### src/hw/rtl/b2b_pkg.sv
package b2b_pkg;

   localparam int ROUND_COUNT  = 12;
   localparam int DIGEST_BYTES = 64;
   localparam int BLOCK_WORDS  = 16;
   localparam int DIGEST_WORDS = DIGEST_BYTES / 8;

   typedef logic [63:0] word_type;

   typedef enum logic [2:0] {
      ST_IDLE,
      ST_LOAD,
      ST_ROUND,
      ST_FOLD,
      ST_OUT
   } b2b_state_type;

   localparam logic [3:0] LAST_ROUND = 4'(ROUND_COUNT - 1);

   localparam word_type IV [8] = '{
      64'h6a09e667f3bcc908, 64'hbb67ae8584caa73b,
      64'h3c6ef372fe94f82b, 64'ha54ff53a5f1d36f1,
      64'h510e527fade682d1, 64'h9b05688c2b3e6c1f,
      64'h1f83d9abfb41bd6b, 64'h5be0cd19137e2179
   };

   // digest length, fanout 1, depth 1
   localparam word_type PARAM_WORD0 = 64'h0000_0000_0101_0000 | 64'(DIGEST_BYTES & 8'hff);

   localparam logic [3:0] SIGMA [10][16] = '{
      '{ 4'd0,  4'd1,  4'd2,  4'd3,  4'd4,  4'd5,  4'd6,  4'd7,
         4'd8,  4'd9,  4'd10, 4'd11, 4'd12, 4'd13, 4'd14, 4'd15 },
      '{ 4'd14, 4'd10, 4'd4,  4'd8,  4'd9,  4'd15, 4'd13, 4'd6,
         4'd1,  4'd12, 4'd0,  4'd2,  4'd11, 4'd7,  4'd5,  4'd3 },
      '{ 4'd11, 4'd8,  4'd12, 4'd0,  4'd5,  4'd2,  4'd15, 4'd13,
         4'd10, 4'd14, 4'd3,  4'd6,  4'd7,  4'd1,  4'd9,  4'd4 },
      '{ 4'd7,  4'd9,  4'd3,  4'd1,  4'd13, 4'd12, 4'd11, 4'd14,
         4'd2,  4'd6,  4'd5,  4'd10, 4'd4,  4'd0,  4'd15, 4'd8 },
      '{ 4'd9,  4'd0,  4'd5,  4'd7,  4'd2,  4'd4,  4'd10, 4'd15,
         4'd14, 4'd1,  4'd11, 4'd12, 4'd6,  4'd8,  4'd3,  4'd13 },
      '{ 4'd2,  4'd12, 4'd6,  4'd10, 4'd0,  4'd11, 4'd8,  4'd3,
         4'd4,  4'd13, 4'd7,  4'd5,  4'd15, 4'd14, 4'd1,  4'd9 },
      '{ 4'd12, 4'd5,  4'd1,  4'd15, 4'd14, 4'd13, 4'd4,  4'd10,
         4'd0,  4'd7,  4'd6,  4'd3,  4'd9,  4'd2,  4'd8,  4'd11 },
      '{ 4'd13, 4'd11, 4'd7,  4'd14, 4'd12, 4'd1,  4'd3,  4'd9,
         4'd5,  4'd0,  4'd15, 4'd4,  4'd8,  4'd6,  4'd2,  4'd10 },
      '{ 4'd6,  4'd15, 4'd14, 4'd9,  4'd11, 4'd3,  4'd0,  4'd8,
         4'd12, 4'd2,  4'd13, 4'd7,  4'd1,  4'd4,  4'd10, 4'd5 },
      '{ 4'd10, 4'd2,  4'd8,  4'd4,  4'd7,  4'd6,  4'd1,  4'd5,
         4'd15, 4'd11, 4'd9,  4'd14, 4'd3,  4'd12, 4'd13, 4'd0 }
   };

   function automatic logic [3:0] sigma_lookup(logic [3:0] rnd, logic [3:0] idx);
      logic [3:0] row;
      row = (rnd >= 4'd10) ? rnd - 4'd10 : rnd;
      return SIGMA[row][idx];
   endfunction

   // row rotation after the last step of a mix: skew before the diagonals, unskew after
   function automatic logic [1:0] shift_amount(logic [2:0] mix_idx, logic [1:0] row);
      logic [1:0] amt;
      if (mix_idx == 3'd3) begin
         amt = 2'd1 + row;
      end else if (mix_idx == 3'd7) begin
         amt = 2'd1 - row;
      end else begin
         amt = 2'd1;
      end
      return amt;
   endfunction

   function automatic logic [1:0] rot_index(logic [1:0] pos, logic [1:0] amt);
      return pos + amt;
   endfunction

endpackage

### src/hw/rtl/b2b_mix.sv
module b2b_mix
   import b2b_pkg::*;
(
   input  logic [1:0] phase,
   input  word_type   a_word,
   input  word_type   b_word,
   input  word_type   c_word,
   input  word_type   d_word,
   input  word_type   msg_word,
   output word_type   a_next,
   output word_type   b_next,
   output word_type   c_next,
   output word_type   d_next
);

   word_type op0;
   word_type op1;
   word_type op2;
   word_type sum;
   word_type dx;
   word_type bx;

   always_comb begin
      op0 = phase[0] ? c_word : a_word;
      op1 = phase[0] ? d_word : b_word;
      op2 = phase[0] ? '0 : msg_word;
      sum = op0 + op1 + op2;
      dx  = d_word ^ sum;
      bx  = b_word ^ sum;
      a_next = a_word;
      b_next = b_word;
      c_next = c_word;
      d_next = d_word;
      unique case (phase)
         2'd0: begin
            a_next = sum;
            d_next = {dx[31:0], dx[63:32]};
         end
         2'd1: begin
            c_next = sum;
            b_next = {bx[23:0], bx[63:24]};
         end
         2'd2: begin
            a_next = sum;
            d_next = {dx[15:0], dx[63:16]};
         end
         2'd3: begin
            c_next = sum;
            b_next = {bx[62:0], bx[63]};
         end
         default: begin
            a_next = a_word;
         end
      endcase
   end

endmodule

### config.mk
export PLATFORM = sky130hd
export DESIGN_NAME = b2b_mix
export DESIGN_NICKNAME = d
export VERILOG_FILES = /design/src/hw/rtl/b2b_pkg.sv /design/src/hw/rtl/b2b_mix.sv
export SDC_FILE = /design/constraint.sdc
export NUM_CORES = 1
export LEC_CHECK = 0
export ABC_AREA = 1
export BUFFER_PORTS_ARGS = -buffer_cell sky130_fd_sc_hd__buf_2
export CAP_MARGIN = 25
export CELL_PAD_IN_SITES_DETAIL_PLACEMENT = 1
export CELL_PAD_IN_SITES_GLOBAL_PLACEMENT = 2
export CORE_ASPECT_RATIO = 0.8
export CORE_UTILIZATION = 25
export DETAILED_ROUTE_END_ITERATION = 12
export GPL_ROUTABILITY_DRIVEN = 0
export GPL_TIMING_DRIVEN = 0
export PLACE_DENSITY_LB_ADDON = 0.3
export SYNTH_ARGS = -nofsm -noshare
export SYNTH_HDL_FRONTEND = slang
export SYNTH_SLANG_ARGS = --single-unit
### constraint.sdc
create_clock -name vclk -period 6.4
set_input_delay 0.64 -clock vclk [all_inputs]
set_output_delay 0.64 -clock vclk [all_outputs]
set_load 0.005 [all_outputs]
==> results.yml <==
setup_path:
  critical-path-top-cell-by-count: "sky130_fd_sc_hd__nand3_1"
  worst_path_largest_cell_delay_ns: 0.49
  path_delay_family: "buffers and inverters"
  crit_path_top_delay_cell: "sky130_fd_sc_hd__a21oi_1"
  timing_worst_setup_path_type: "input port to output port"
  worst-endpoint-arrival_ns: 5.84
  crit_buf_inv: 8
  cp_max_fo: 10
  critical_path_cell_count: 21
  crit_chain: "buf_6 > clkinvlp_4 > buf_4 > buf_2 > buf_6 > clkbuf_2 > nand2_1 > nand2_1 > fa_1 > ha_1 > buf_2 > a21oi_1 > o21ai_0 > nor2_1 > nand2_1 > a21oi_1 > nand3_1 > nand3_1 > nand3_1 > nand3_1 > buf_2"
  cp.required_ns: 5.76
  setup.worst_path.start_class: "input port"
  critical_path.endpoint_type: "output port"
floorplan:
  floorplan.rows: 78
  start_util: 0.253
  fp.dieH_um: 216
  floorplan.core_area_um2: 56600
  ioPinCount: 578
  die_w_um: 269
  die_area_um2: 58200
timing:
  slew_headroom: 0.179
  timing_worst_slew_pin_value_ns: 1.23
  tns_ns: -0.114
  final_min_period_over_clock_period: 1.01
  timing.final.crit_period_ns: 6.48
  achievable-frequency_mhz: 154
  report.final.setup_viol: 3
  rsz0062_at_grt: "false"
  worst_slack_ns: -0.0799
  hold_viol: 0
  timing_max_transition_violations_final: 0
global_route:
  globalRoute.totalOverflow: 0
  antenna_found_initial: 35
  wire_length_of_the_first_global_routing_pass_um: 163000
  grt_start_max_net_pins: 11
  first_global_vias: 21864
  grt_util_all_layers: 0.395
job:
  timing.max_cap.violations: 0
drt:
  antenna_violating_nets_post_route: 0
  drt-wirelength-per-cell_um: 27.9
  firstDrtPassIters: 6
  via_per_inst: 5.33
  remaining_drc_errors: 0
  detailroute.via_count: 23187
  drt_iter0_drc: 2785
  drt-total-wl_um: 121000
power:
  combinational_power_share: 1.000
  clock_power_share: 0
  netSwitchingFraction: 0.720
  power_density_over_the_cells_nw_per_um2: 245
  ir_drop_mv: 0.0638
  cellInternalPower_mw: 1.27
  p_switching_mw: 3.26
  static_leak_nw: 11.4
  pwr-share-seq: 0
final_layout:
  utilization: 0.326
  nets: 4016
  syn_to_final_growth_pct: 29.2
  final_layout_size_suffix_gt1_frac: 0.209
  storage_cell_area_um2: 0
  design.seq.count: 0
  clock_buffer_count: 0
run_status:
  status: "finished with violations"
  failing_checks: "setup timing"
synth:
  synth.lib_cells_used.distinct: 35
  synthesis_warning_total: 0
  synth_sequential_area_ratio: 0
  synth_net_count: 3425
  avgSynthCellArea_um2: 4.81
  post_synth_inst_count: 2977
  post_synth_instance_area_um2: 14300
placed_design:
  hpwl_um: 108000
  io_port_bufs: 577
hold_path:
  worstHoldPathType: "input port to output port"
  holdPathStages: 4
cts:
  hold_buf_cts: 0
==> final timing paths <==
| check | slack (ns) | from | endpoint |
|---|---|---|---|
| worst min-delay path | 1.57 | a_word[43] | a_next[43] |
| worst max-delay path | -0.08 | phase[0] | b_next[38] |
==> area by class of cell <==
type | instances | area [um^2]
Buffer | 92 | 458
Fill cell | 8369 | 38100
Tap cell | 760 | 951
Timing Repair Buffer | 589 | 3010
Antenna cell | 21 | 52.6
Multi-Input combinational cell | 2373 | 12100
Inverter | 512 | 1930
==> synthesized netlist by cell type <==
cell / instances / area (um^2)
sky130_fd_sc_hd__inv_1: 494 / 1850
sky130_fd_sc_hd__buf_1: 13 / 48.8
sky130_fd_sc_hd__a31oi_1: 6 / 37.5
sky130_fd_sc_hd__nand3b_4: 1 / 20.0
sky130_fd_sc_hd__nand4_1: 9 / 56.3
sky130_fd_sc_hd__nor2_4: 2 / 22.5
sky130_fd_sc_hd__mux2i_1: 1 / 10.0
sky130_fd_sc_hd__fa_1: 64 / 1280
sky130_fd_sc_hd__xor2_2: 6 / 97.6
sky130_fd_sc_hd__nand3_2: 6 / 60.1
sky130_fd_sc_hd__nor4_1: 2 / 12.5
sky130_fd_sc_hd__xor2_1: 29 / 254
sky130_fd_sc_hd__nor3_1: 5 / 25.0
sky130_fd_sc_hd__clkbuf_1: 68 / 255
sky130_fd_sc_hd__and2_1: 9 / 56.3
sky130_fd_sc_hd__or2_2: 3 / 18.8
sky130_fd_sc_hd__nor2_2: 20 / 125
sky130_fd_sc_hd__nor2_1: 167 / 627
sky130_fd_sc_hd__ha_1: 62 / 776
sky130_fd_sc_hd__clkinv_1: 3 / 11.3
sky130_fd_sc_hd__o211ai_1: 3 / 22.5
sky130_fd_sc_hd__nand3_1: 418 / 2090
sky130_fd_sc_hd__xnor2_1: 21 / 184
sky130_fd_sc_hd__inv_2: 15 / 56.3
sky130_fd_sc_hd__nand3b_1: 25 / 188
sky130_fd_sc_hd__a22oi_1: 3 / 22.5
sky130_fd_sc_hd__buf_2: 11 / 55.1
sky130_fd_sc_hd__nand2_2: 37 / 231
sky130_fd_sc_hd__or2_1: 3 / 18.8
sky130_fd_sc_hd__nand3b_2: 2 / 22.5
sky130_fd_sc_hd__o21ai_0: 145 / 726
sky130_fd_sc_hd__o21bai_1: 2 / 15.0
sky130_fd_sc_hd__nor3_2: 1 / 10.0
sky130_fd_sc_hd__nand2_1: 1278 / 4800
sky130_fd_sc_hd__a21oi_1: 43 / 215
==> power by group through the flow <==
| stage | logic (mW) | registers [mW] | clock network [mW] |
|---|---|---|---|
| after floorplan | 2.25 | 0 | 0 |
| after global placement | 4.23 | 0 | 0 |
| after detailed placement | 4.26 | 0 | 0 |
| after CTS | 4.29 | 0 | 0 |
| after global routing | 4.74 | 0 | 0.000000272 |
| final | 4.53 | 0 | 0.000000432 |
==> metrics by stage <==
stage	total power [mW]	hold WS [ns]	area, um^2	cells	worst slack (ns)
finish	4.53	1.57	18500	4347	-0.0799
global route	4.74	1.59	18500	4339	0.00876
CTS	4.29	1.57	18300	4321	0.00151
detailed placement	4.26	1.57	18200	4317	-1.08
global placement	4.23	1.57	18100	4314	-1.79
floorplan	2.25	1.38	14300	2977	1.73
==> what timing repair did <==
item	CTS	global route
pin swaps	1	3
gates resized for setup	46	49
buffers inserted	4	3
setup endpoints to repair	237	85
==> kinds of logic after synthesis <==
| group | after synthesis | share of synthesized area |
|---|---|---|
| buffers and inverters | 604 | 0.159 |
| AO/OA/AOI/OAI | 202 | 0.0726 |
| multiplexers | 1 | 0.000700 |
| adder cells (fa/ha/maj) | 126 | 0.144 |
| AND/OR/NAND/NOR | 1988 | 0.586 |
| XOR/XNOR | 56 | 0.0374 |
==> cells in the final DEF (no fill, tap or decap), drive strengths merged, types with 43 or more instances in the layout <==
cell    instances
ha             62
nor2          189
fa             64
clkbuf         67
inv           508
nand3         424
buf           613
nand2        1315
a21oi          43
o21ai         145
==> routing by layer <==
| metal | wire length [um] | global-route usage |
|---|---|---|
| met4 | 6810 | 0.179 |
| met2 | 48800 | 0.580 |
| met5 | 148 | 0 |
| met3 | 14300 | 0.0984 |
| met1 | 51000 | 0.539 |
No activity file was read; power rests on OpenSTA's default activity.
